[src/design/nsp_pkg.sv]
// Shared types and constants for the phase-accumulator oscillator.
package nsp_pkg;

  // Polynomial sine coefficients in Q.24, rounded to nearest
  localparam logic [31:0] K_A = 32'(((64'd7369528 << 24) + 64'd50000) / 64'd100000);
  localparam logic [31:0] K_B = 32'(((64'd4111008 << 24) + 64'd50000) / 64'd100000);
  localparam logic [31:0] K_C = 32'(((64'd628155 << 24) + 64'd50000) / 64'd100000);

  // Quotient bits of the blep divider (Q0.30)
  localparam int DIV_STEPS = 30;
  localparam logic [30:0] Q30_ONE = 31'h4000_0000;

  typedef enum logic [3:0] {
    ST_IDLE,
    ST_X2,
    ST_X4,
    ST_AX4,
    ST_BX2,
    ST_P,
    ST_XP,
    ST_SINE,
    ST_DIV,
    ST_W,
    ST_SAW,
    ST_OUT
  } state_t;

  typedef enum logic [3:0] {
    OP_NONE,
    OP_LOAD,
    OP_X2,
    OP_X4,
    OP_AX4,
    OP_BX2,
    OP_P,
    OP_XP,
    OP_SINE,
    OP_DIV,
    OP_W,
    OP_SAW,
    OP_OUT
  } dp_op_t;

  typedef struct packed {
    logic blep_en;
    logic div_last;
    logic out_free;
  } dp_status_t;

endpackage

[src/design/nsp_in_if.sv]
// Input channel: phase increment and blep width words.
interface nsp_in_if #(
  parameter int PHASE_BITS = 24
);
  logic                  valid;
  logic                  ready;
  logic [PHASE_BITS-1:0] phase_inc;
  logic [PHASE_BITS-1:0] blep_width;

  modport source (output valid, output phase_inc, output blep_width, input ready);
  modport sink (input valid, input phase_inc, input blep_width, output ready);
endinterface

[src/design/nsp_out_if.sv]
// Output channel: sine and sawtooth sample words.
interface nsp_out_if #(
  parameter int SAMPLE_BITS = 16
);
  logic                          valid;
  logic                          ready;
  logic signed [SAMPLE_BITS-1:0] sine_sample;
  logic signed [SAMPLE_BITS-1:0] saw_sample;

  modport source (output valid, output sine_sample, output saw_sample, input ready);
  modport sink (input valid, input sine_sample, input saw_sample, output ready);
endinterface

[src/design/nsp_ctrl.sv]
// Sequencer that steps the oscillator datapath through one sample.
module nsp_ctrl (
  input  logic               clk,
  input  logic               rst,
  input  logic               in_valid,
  output logic               in_ready,
  input  nsp_pkg::dp_status_t status,
  output nsp_pkg::dp_op_t    op
);
  import nsp_pkg::*;

  state_t state, state_next;

  // State register
  always_ff @(posedge clk) begin
    if (rst) state <= ST_IDLE;
    else     state <= state_next;
  end

  // Next state
  always_comb begin
    state_next = state;
    case (state)
      ST_IDLE: if (in_valid) state_next = ST_X2;
      ST_X2:   state_next = ST_X4;
      ST_X4:   state_next = ST_AX4;
      ST_AX4:  state_next = ST_BX2;
      ST_BX2:  state_next = ST_P;
      ST_P:    state_next = ST_XP;
      ST_XP:   state_next = ST_SINE;
      ST_SINE: state_next = status.blep_en ? ST_DIV : ST_SAW;
      ST_DIV:  if (status.div_last) state_next = ST_W;
      ST_W:    state_next = ST_SAW;
      ST_SAW:  state_next = ST_OUT;
      ST_OUT:  if (status.out_free) state_next = ST_IDLE;
      default: state_next = ST_IDLE;
    endcase
  end

  // Datapath commands
  always_comb begin
    in_ready = 1'b0;
    op       = OP_NONE;
    case (state)
      ST_IDLE: begin
        in_ready = 1'b1;
        if (in_valid) op = OP_LOAD;
      end
      ST_X2:   op = OP_X2;
      ST_X4:   op = OP_X4;
      ST_AX4:  op = OP_AX4;
      ST_BX2:  op = OP_BX2;
      ST_P:    op = OP_P;
      ST_XP:   op = OP_XP;
      ST_SINE: op = OP_SINE;
      ST_DIV:  op = OP_DIV;
      ST_W:    op = OP_W;
      ST_SAW:  op = OP_SAW;
      ST_OUT:  if (status.out_free) op = OP_OUT;
      default: op = OP_NONE;
    endcase
  end

endmodule

[src/design/nsp_datapath.sv]
// Phase register, shared multiplier, serial divider and output register.
module nsp_datapath #(
  parameter int PHASE_BITS  = 24,
  parameter int SAMPLE_BITS = 16
) (
  input  logic                          clk,
  input  logic                          rst,
  input  nsp_pkg::dp_op_t               op,
  input  logic [PHASE_BITS-1:0]         phase_inc,
  input  logic [PHASE_BITS-1:0]         blep_width,
  input  logic                          out_ready,
  output nsp_pkg::dp_status_t           status,
  output logic                          out_valid,
  output logic signed [SAMPLE_BITS-1:0] sine_sample,
  output logic signed [SAMPLE_BITS-1:0] saw_sample
);
  import nsp_pkg::*;

  localparam int P        = PHASE_BITS;
  localparam int S        = SAMPLE_BITS;
  localparam int SINE_SH  = 57 - S;
  localparam int SAW_SH   = 33 - S;
  localparam int CNT_W    = $clog2(DIV_STEPS);
  localparam logic [P-1:0] HALF    = {1'b1, {(P-1){1'b0}}};
  localparam logic [P:0]   ONE     = {1'b1, {P{1'b0}}};
  localparam logic [S-1:0] SMP_MAX = {1'b0, {(S-1){1'b1}}};
  localparam logic signed [36:0] SMAX37 = 37'(SMP_MAX);
  localparam logic signed [36:0] SMIN37 = -SMAX37 - 37'sd1;

  logic [P-1:0]  phase;
  logic [31:0]   x32;
  logic          neg_half;
  logic [P-1:0]  t;
  logic [P-1:0]  dt;
  logic          blep_neg;
  logic          blep_en;
  logic [P-1:0]  rem;
  logic [29:0]   quo;
  logic [CNT_W-1:0] cnt;
  logic [63:0]   prod;
  logic [31:0]   x2;
  logic [31:0]   acc;
  logic [S-1:0]  sine_r;
  logic [S-1:0]  saw_r;

  // Fold and blep setup for the incoming phase
  logic [1:0]    quad;
  logic [P-1:0]  x_fold;
  logic [P-1:0]  t_new;
  logic [P:0]    one_m_dt;
  logic          t_lt;
  logic          t_gt;
  logic [P:0]    one_m_t;

  always_comb begin
    quad = phase[P-1 -: 2];
    case (quad)
      2'd0:    x_fold = phase;
      2'd1:    x_fold = HALF - phase;
      2'd2:    x_fold = phase - HALF;
      default: x_fold = P'(ONE - {1'b0, phase});
    endcase
    t_new    = phase + HALF;
    one_m_dt = ONE - {1'b0, blep_width};
    one_m_t  = ONE - {1'b0, t_new};
    t_lt     = t_new < blep_width;
    t_gt     = {1'b0, t_new} > one_m_dt;
  end

  // Shared multiplier operand select
  logic [31:0] mul_a, mul_b;
  logic [30:0] w;
  assign w = Q30_ONE - {1'b0, quo};

  always_comb begin
    mul_a = '0;
    mul_b = '0;
    case (op)
      OP_X2:   begin mul_a = x32;           mul_b = x32;           end
      OP_X4:   begin mul_a = prod[63:32];   mul_b = prod[63:32];   end
      OP_AX4:  begin mul_a = K_A;           mul_b = prod[63:32];   end
      OP_BX2:  begin mul_a = K_B;           mul_b = x2;            end
      OP_XP:   begin mul_a = x32;           mul_b = acc;           end
      OP_W:    begin mul_a = {1'b0, w};     mul_b = {1'b0, w};     end
      default: begin mul_a = '0;            mul_b = '0;            end
    endcase
  end

  // Sine rounding and saturation
  logic [63:0]  y;
  logic [S-1:0] mag;
  always_comb begin
    y   = (prod + (64'd1 << (SINE_SH - 1))) >> SINE_SH;
    mag = (y > 64'(SMP_MAX)) ? SMP_MAX : y[S-1:0];
  end

  // Sawtooth with blep, rounded half up and saturated
  logic [31:0]          t32;
  logic signed [36:0]   saw32, b4, tot, rs;
  always_comb begin
    t32   = 32'(t) << (32 - P);
    saw32 = $signed({4'b0, t32, 1'b0}) - 37'sh1_0000_0000;
    b4    = $signed({4'b0, prod[60:30], 2'b0});
    if (!blep_en)      tot = saw32;
    else if (blep_neg) tot = saw32 + b4;
    else               tot = saw32 - b4;
    rs = (tot + (37'sd1 <<< (SAW_SH - 1))) >>> SAW_SH;
  end

  // Divider step
  logic [P:0] rem2;
  logic       ge;
  assign rem2 = {rem, 1'b0};
  assign ge   = rem2 >= {1'b0, dt};

  // Phase accumulator, advanced on load
  always_ff @(posedge clk) begin
    if (rst) phase <= '0;
    else if (op == OP_LOAD) phase <= phase + phase_inc;
  end

  // Working registers
  always_ff @(posedge clk) begin
    case (op)
      OP_LOAD: begin
        x32      <= 32'(x_fold) << (32 - P);
        neg_half <= phase[P-1];
        t        <= t_new;
        dt       <= blep_width;
        blep_neg <= t_lt;
        blep_en  <= t_lt || t_gt;
        rem      <= t_lt ? t_new : P'(one_m_t);
        cnt      <= '0;
      end
      OP_X2:  prod <= mul_a * mul_b;
      OP_X4: begin
        x2   <= prod[63:32];
        prod <= mul_a * mul_b;
      end
      OP_AX4: prod <= mul_a * mul_b;
      OP_BX2: begin
        acc  <= K_C + prod[63:32];
        prod <= mul_a * mul_b;
      end
      OP_P:   acc <= acc - prod[63:32];
      OP_XP:  prod <= mul_a * mul_b;
      OP_SINE: sine_r <= neg_half ? (S'(0) - mag) : mag;
      OP_DIV: begin
        rem <= ge ? P'(rem2 - {1'b0, dt}) : rem2[P-1:0];
        quo <= {quo[28:0], ge};
        cnt <= cnt + 1'b1;
      end
      OP_W:   prod <= mul_a * mul_b;
      OP_SAW: begin
        if (rs > SMAX37)      saw_r <= SMP_MAX;
        else if (rs < SMIN37) saw_r <= SMIN37[S-1:0];
        else                  saw_r <= rs[S-1:0];
      end
      default: ;
    endcase
  end

  // Output register
  always_ff @(posedge clk) begin
    if (rst) begin
      out_valid <= 1'b0;
    end else if (op == OP_OUT) begin
      out_valid <= 1'b1;
    end else if (out_ready) begin
      out_valid <= 1'b0;
    end
  end

  always_ff @(posedge clk) begin
    if (op == OP_OUT) begin
      sine_sample <= sine_r;
      saw_sample  <= saw_r;
    end
  end

  assign status.blep_en  = blep_en;
  assign status.div_last = cnt == CNT_W'(DIV_STEPS - 1);
  assign status.out_free = !out_valid || out_ready;

endmodule

[src/design/nco_sine_polyblep_saw_top.sv]
// Top level of the phase-accumulator oscillator with sine and PolyBLEP saw.
//
// Input channel in_ch carries a phase increment and a blep width per word;
// output channel out_ch returns one sine/saw sample pair per input word.
// A word is taken on a cycle where valid and ready are both high.
// The phase sampled for a word is the one before its increment is added.
// When a blep correction applies, the 30-step restoring divider for the
// blep quotient runs between the sine and saw steps and dominates the
// work for a word. One word is in work at a time: a new word is not
// taken until the sequencer is through with the last one. The sine
// polynomial runs on one shared 32x32 multiplier, one product per cycle.
// The result sits in an output register; a new word is taken while it
// waits, but the finished next result holds until out_ch drains.
// Synchronous reset clears the phase to zero and drops output valid.
module nco_sine_polyblep_saw_top #(
  parameter int PHASE_BITS  = 24,
  parameter int SAMPLE_BITS = 16
) (
  input logic clk,
  input logic rst,
  nsp_in_if.sink    in_ch,
  nsp_out_if.source out_ch
);
  import nsp_pkg::*;

  dp_op_t     op;
  dp_status_t status;

  nsp_ctrl u_ctrl (
    .clk      (clk),
    .rst      (rst),
    .in_valid (in_ch.valid),
    .in_ready (in_ch.ready),
    .status   (status),
    .op       (op)
  );

  nsp_datapath #(
    .PHASE_BITS  (PHASE_BITS),
    .SAMPLE_BITS (SAMPLE_BITS)
  ) u_dp (
    .clk         (clk),
    .rst         (rst),
    .op          (op),
    .phase_inc   (in_ch.phase_inc),
    .blep_width  (in_ch.blep_width),
    .out_ready   (out_ch.ready),
    .status      (status),
    .out_valid   (out_ch.valid),
    .sine_sample (out_ch.sine_sample),
    .saw_sample  (out_ch.saw_sample)
  );

endmodule

[src/flat_wrapper.sv]
// flat-port wrapper written by rule: the top's interface ports become plain ports
module nco_sine_polyblep_saw_top_flat import nsp_pkg::*;
#(
  parameter int PHASE_BITS  = 24,
  parameter int SAMPLE_BITS = 16
)
  (clk, rst, in_ch_valid, in_ch_phase_inc, in_ch_blep_width, in_ch_ready, out_ch_valid, out_ch_sine_sample, out_ch_saw_sample, out_ch_ready);
  nsp_in_if #(.PHASE_BITS(PHASE_BITS)) in_ch_i ();
  nsp_out_if #(.SAMPLE_BITS(SAMPLE_BITS)) out_ch_i ();
  input logic clk;
  input logic rst;
  input wire logic [$bits(in_ch_i.valid)-1:0] in_ch_valid;
  input wire logic [$bits(in_ch_i.phase_inc)-1:0] in_ch_phase_inc;
  input wire logic [$bits(in_ch_i.blep_width)-1:0] in_ch_blep_width;
  output wire logic [$bits(in_ch_i.ready)-1:0] in_ch_ready;
  output wire logic [$bits(out_ch_i.valid)-1:0] out_ch_valid;
  output wire logic [$bits(out_ch_i.sine_sample)-1:0] out_ch_sine_sample;
  output wire logic [$bits(out_ch_i.saw_sample)-1:0] out_ch_saw_sample;
  input wire logic [$bits(out_ch_i.ready)-1:0] out_ch_ready;
  assign in_ch_i.valid = in_ch_valid;
  assign in_ch_i.phase_inc = in_ch_phase_inc;
  assign in_ch_i.blep_width = in_ch_blep_width;
  assign in_ch_ready = in_ch_i.ready;
  assign out_ch_valid = out_ch_i.valid;
  assign out_ch_sine_sample = out_ch_i.sine_sample;
  assign out_ch_saw_sample = out_ch_i.saw_sample;
  assign out_ch_i.ready = out_ch_ready;
  nco_sine_polyblep_saw_top #(.PHASE_BITS(PHASE_BITS), .SAMPLE_BITS(SAMPLE_BITS)) u_core (.clk(clk), .rst(rst), .in_ch(in_ch_i), .out_ch(out_ch_i));
endmodule
[config.mk]
export PLATFORM = sky130hd
export DESIGN_NAME = nco_sine_polyblep_saw_top_flat
export DESIGN_NICKNAME = d
export VERILOG_FILES = /design/src/design/nsp_pkg.sv /design/src/design/nsp_in_if.sv /design/src/design/nsp_out_if.sv /design/src/design/nsp_ctrl.sv /design/src/design/nsp_datapath.sv /design/src/design/nco_sine_polyblep_saw_top.sv /design/src/flat_wrapper.sv
export SDC_FILE = /design/constraint.sdc
export NUM_CORES = 2
export LEC_CHECK = 0
export ABC_AREA = 1
export BUFFER_PORTS_ARGS = -buffer_cell sky130_fd_sc_hd__buf_2
export CORE_MARGIN = 2
export CORE_UTILIZATION = 40
export CTS_BUF_LIST = sky130_fd_sc_hd__clkbuf_16
export CTS_CLUSTER_DIAMETER = 50
export CTS_CLUSTER_SIZE = 14
export DETAILED_ROUTE_END_ITERATION = 10
export GPL_ROUTABILITY_DRIVEN = 1
export RECOVER_POWER = 100
export SYNTH_ARGS = -nofsm -noshare
export SYNTH_HDL_FRONTEND = slang
export SYNTH_SLANG_ARGS = --single-unit
[constraint.sdc]
create_clock -name clk -period 19 [get_ports clk]
set_clock_uncertainty 0.2 [all_clocks]
set_input_delay 0.95 -clock clk [delete_from_list [all_inputs] [get_ports clk]]
set_output_delay 0.95 -clock clk [all_outputs]
set_load 0.02 [all_outputs]
# [Word-level counts from Yosys, hierarchy flattened]
# Cells that the tools add are included.
[totals] register_bits=355 elab_cells=109 out_inout_bits=34
[classes] addsub=18 n_reduce_logical=12 mul=1 n_eq_ne=29 muxes=24 n_lt_le_gt_ge=6
[op_table] cell="32-bit one-hot mux with 5 select lines" n=2
[op_table] cell="4-bit one-hot mux with 12 select lines" n=2
[op_table] cell="37-bit 2-to-1 mux" n=2
[op_table] cell="24-bit one-hot mux with 3 select lines" n=1
[op_table] cell="64-bit by 41-bit adder with 64-bit output, second input constant" n=1
[op_table] cell="32-bit by 32-bit multiplier with 64-bit output" n=1
[op_table] cell="32-bit one-hot mux with 2 select lines" n=1
[op_table] cell="16-bit 2-to-1 mux" n=3
[op_table] cell="24-bit 2-to-1 mux" n=2
[op_table] cell="24-bit one-hot mux with 2 select lines" n=1
[op_table] cell="1-bit by 24-bit subtractor with 24-bit output, first input constant" n=2
[op_table] cell="37-bit by 18-bit adder with 37-bit output, second input constant" n=1
[op_table] cell="4-bit equality test, second input constant" n=9
[op_table] cell="34-bit by 34-bit adder with 35-bit output" n=1
[op_table] cell="34-bit by 34-bit subtractor with 35-bit output" n=1
[op_table] cell="33-bit by 33-bit subtractor with 34-bit output, second input constant" n=1
[op_table] cell="27-bit by 32-bit adder with 32-bit output, first input constant" n=1
[op_table] cell="4-bit by 3-bit equality test with 1-bit output, second input constant" n=8
[op_table] cell="32-bit subtractor" n=1
[op_table] cell="31-bit by 30-bit subtractor with 31-bit output, first input constant" n=1
[op_table] cell="25-bit by 24-bit greater-or-equal comparator with 1-bit output" n=1
[op_table] cell="24-bit by 25-bit greater-than comparator with 1-bit output" n=1
[op_table] cell="25-bit by 24-bit subtractor with 25-bit output, first input constant" n=1
[op_table] cell="24-bit adder" n=1
[op_table] cell="29 further kinds" n=44

# [Logic depth before layout (Yosys ltp)]
[logic_depth] depth_word=8 depth_mapped=46

# [By module]
# A second synthesis with hierarchy kept.
[unflattened] hier_cells=7605 area_unflattened_um2=58648.7
[by_module_without_submodules] module="nsp_datapath" cells_each=7555 area_each_um2=58359.7 seq_area_each_um2=9389.0 n_inst=1
[by_module_without_submodules] module="nsp_ctrl" cells_each=50 area_each_um2=289.0 seq_area_each_um2=80.1 n_inst=1

# [Worst setup path before layout]
# OpenSTA, ideal clock, no wires.
[synth_timing] path_kind="register to register" startpoint="register u_core.u_ctrl.state[3]" endpoint="register u_core.u_dp.prod[60], data pin" period_less_slack_ns=8.901 setup_time_ns=0.265 setup_slack_ns=10.099 required_time_ns=18.535 t_arrival_ns=8.436 path_stages_with_launch=32 n_path_buf=2 path_cell_list="dfxtp_1 > nor2_1 > inv_1 > nor2_2 > clkbuf_1 > a22oi_1 > nand2_1 > clkbuf_1 > nand2_1 > fa_1 > inv_1 > fa_1 > inv_1 > fa_1 > fa_1 > inv_1 > fa_1 > fa_1 > fa_1 > inv_1 > fa_1 > inv_1 > ha_1 > a21oi_1 > o21ai_0 > a21oi_1 > inv_1 > a21oi_1 > o22ai_1 > a211oi_1 > o21ai_0 > xor2_1"
[synth_between] elab_chain_len=6 word_cells_on_any_way=24 classes_between="1 x mul; 17 x eq/ne; 3 x mux; 3 x reduce/logical"
[synth_rtl] element="start: declaration" line="nsp_ctrl.sv:12" rtl="state_t state, state_next;"
[synth_rtl] element="start signal: assignment" line="nsp_ctrl.sv:17" rtl="else state <= state_next;"
[synth_rtl] element="4-bit equality test, or another cell as far along" line="nsp_ctrl.sv:44" rtl="case (state)"
[synth_rtl] element="4-bit one-hot mux with 12 select lines *" line="nsp_ctrl.sv:44"
[synth_rtl] element="4-bit by 3-bit equality test with 1-bit output / 4-bit by 2-bit equality test with 1-bit output (equally long branches)" line="nsp_datapath.sv:78, nsp_datapath.sv:124"
[synth_rtl] element="2-bit OR reduction (no line)"
[synth_rtl] element="32-bit one-hot mux with 5 select lines" line="nsp_datapath.sv:78" rtl="case (op)"
[synth_rtl] element="32-bit by 32-bit multiplier with 64-bit output *"
[synth_rtl] element="end signal: assignment" line="nsp_datapath.sv:135" rtl="OP_X2: prod <= mul_a * mul_b;"
[synth_rtl] element="end signal: assignment" line="nsp_datapath.sv:138" rtl="prod <= mul_a * mul_b;"
[synth_rtl] element="end signal: assignment" line="nsp_datapath.sv:140" rtl="OP_AX4: prod <= mul_a * mul_b;"
[synth_rtl] element="end: declaration" line="nsp_datapath.sv:40" rtl="logic [63:0] prod;"
# Mark *: on every way between the ends. The rest lies on a longest branch, timed or not.
# A chain may end at the register's enable or synchronous reset.

# [Final worst setup path]
[layout_timing] startpoint="register u_core.u_ctrl.state[0]" endpoint="register u_core.u_dp.prod[59], data pin"
# Same word-level chain as after synthesis.

==> metrics.txt <==
via/cell ratio=approximately 5.5; die area=~150000 um^2; Slew @ Worst Pin=3.94 ns; Rows=140; failing checks=max-capacitance violations, max-slew violations; Post-Synthesis Cells=7585; DR iter-0 viols=6000; gpl congestion=1.03; ys async rst share=0%; Adder-Cell Fraction of Synth Area=40.0%; fraction of layout cells with a size suffix above 1=under 10%; Hold Path Class=flop to flop; Compound-Gate Fraction of Synth Area=under 10%; post_cts resized=0; final worst path period share=about four fifths; FF+latch count, synth=between 300 and 400; outcome=complete, but fails checks; Die Y=just under 400 um; largest net degree at the start of global routing=66; Post-synth EDFFs=~300; Pins Over Slew Limit=489; Max Fclk=66.5 MHz; Layout Nets=8991; root buffer cell=clkbuf_16; post-synth top area share=30.5%; post-synth top area cell=fa_1; CP Launch Type=flop; mux contribution to synthesized area=0%; Worst Path Arrival=15.23 ns; Pleak=32.4 nW; commonest non-fill, non-tap cell in the layout=inv_1; TritonCTS clock tree=built; Post-CTS Setup Inserts=0; Bufs and invs on worst path=9; Synthesis Warnings=0; first-pass GRT wire length=345 mm; Reg area=9470 um^2; DP Wirelength=184 mm; Crit Path Category=flop to flop; power density over the cells=151 nW/um^2; critical path peak fanout=50; Synth cell types=just under 70; # hold bufs at CTS=0; Pre-antenna DRT Iters=6; fin crit period=15.04 ns; max cap viols=13; crit path capture type=flop; Critical Path RT=19.19 ns; syn_nets=8981; Area after DPL=61600 um^2; vias in the first global route=52600; Syn Std Cell Area=just under 60000 um^2; clock buffer depth=3; final antenna-violating net count=0; Max transition margin=-163%; initial antenna violation count=6; Critical Path Slowest Stage Cell=clkbuf_1; Power, Total=9.55 mW; Die Wd=388 um; critical path's largest stage delay=1.94 ns; Post-Route Setup TNS=0 ns; final setup fails=0; vias post-DR=52300; most frequent cells in the layout=inv_1 (1812), nand2_1 (1766), fa_1 (898), nor2_1 (639), ha_1 (446); Worst-Skew Late Latency=0.69 ns; maximum VDD drop=218 uV; XOR/XNOR share of the synthesized area=2.69%; wire length per cell=24.5 um; CP dominant cell by count=fa_1; H-tree levels=2; final hold vios=0; RSZ-0062 raised after global routing=no; Seq/Total Area, Yosys=16.1%; cell family with most CP delay=buffers and inverters; area grow syn2layout=7.32%; Worst-path clk slew=roughly 0.050 ns; FILL cells=15000; total CTS buffers=53; simple-gate share of the synthesized area=19.7%; Total GRT Usage=31.1%; area of the multi-input gates=41400 um^2; remaining global-route overflow=0; core area=146000 um^2; Initial Utilization=between 40% and 50%; post-route cell area=63200 um^2; routed wire length=234 mm; largest family of logic cells by synthesized area=adder cells; Synth Area per Inst=7.76 um^2; number of port buffers=85; Area contributors post-synth=fa_1 (31%), edfxtp_1 (15%), inv_1 (12%); CTS Sinks=325; Top FF cell, synth=edfxtp_1; Residual DRC=0; I/O pins=86
-- per-layer routing --
layer	wire length [um]	global-route usage [%]
met2	93900	44.2
met3	27800	7.56
met5	47	0
met1	97200	43.7
met4	15000	16.1
-- Yosys cell counts (6+ instances only) --
| cell | instances |
|---|---|
| inv_1 | 1809 |
| nand2_1 | 1777 |
| fa_1 | 898 |
| nor2_1 | 636 |
| ha_1 | 446 |
| a21oi_1 | 341 |
| edfxtp_1 | 296 |
| o21ai_0 | 245 |
| nand3_1 | 184 |
| clkbuf_1 | 151 |
| xor2_1 | 139 |
| buf_2 | 56 |
| nand4_1 | 56 |
| nor3_1 | 49 |
| xnor2_1 | 42 |
| a221oi_1 | 37 |
| dfxtp_1 | 29 |
| clkinv_1 | 26 |
| nor2_2 | 24 |
| o211ai_1 | 24 |
| inv_2 | 22 |
| nor4_1 | 21 |
| o21a_1 | 20 |
| o21bai_1 | 19 |
| a31oi_1 | 17 |
| a22o_1 | 16 |
| buf_4 | 15 |
| nand2_2 | 14 |
| nor3_2 | 14 |
| o21ai_1 | 13 |
| a21o_1 | 11 |
| a211oi_1 | 10 |
| a21boi_0 | 10 |
| a22oi_1 | 10 |
| a32oi_1 | 10 |
| or2_2 | 10 |
| buf_1 | 9 |
| and2_1 | 8 |
| nor2_4 | 8 |
| nand3b_1 | 6 |
| o22ai_1 | 6 |
-- sequential cells by signal, summed over array words and instances (netlist names), 24 cells and up --
signal,count
u_core.u_dp.x2,32
u_core.u_dp.dt,24
u_core.u_dp.x32,24
u_core.u_dp.acc,32
u_core.u_dp.rem,24
u_core.u_dp.prod,34
u_core.u_dp.quo,30
u_core.u_dp.phase,24
u_core.u_dp.t,24
-- kinds of logic after synthesis --
kind of cell | Yosys count
simple gates | 2831
compound gates | 809
fa+ha+maj | 1344
flops | 325
other cells | 1
xor+xnor | 181
buf+inv | 2094
-- power by group --
part	switching [mW]	internal [mW]
logic	5.09	2.19
registers	0.208	1.03
clock network	0.423	0.616
-- through the flow --
step | setup WS, ns | utilization (%) | cells | hold WS (ns)
after floorplan | 10.10 | - | 7585 | 0.200
after global placement | 8.17 | 42.2 | 9457 | 0.201
after detailed placement | 7.98 | 42.2 | 9457 | 0.205
after CTS | 7.96 | 43.5 | 9556 | 0.216
after global routing | 3.64 | 43.3 | 9556 | 0.225
final | 3.96 | 43.3 | 9559 | 0.216
-- final timing paths --
kind / start / cells after the start / endpoint / slack [ns]
setup / recovery: u_core.u_ctrl.state[0] / 33 / u_core.u_dp.prod[59] / 3.96
hold / removal: u_core.u_dp.sine_r[0] / 0 / u_core.u_dp.sine_sample[0] / 0.22
setup reg to reg: u_core.u_ctrl.state[0] / 33 / u_core.u_dp.prod[59] / 3.96
hold reg to reg: u_core.u_dp.sine_r[0] / 0 / u_core.u_dp.sine_sample[0] / 0.22
-- area by class of cell --
class / count / area share, %
Clock inverter: 45 / 0.830
Tap cell: 1917 / 3.80
Clock buffer: 54 / 2.14
Inverter: 1857 / 11.0
Timing Repair Buffer: 192 / 1.62
Sequential cell: 325 / 15.0
Antenna cell: 3 / 0.0119
Multi-Input combinational cell: 5166 / 65.6
Power figures use the tool's default switching activity.
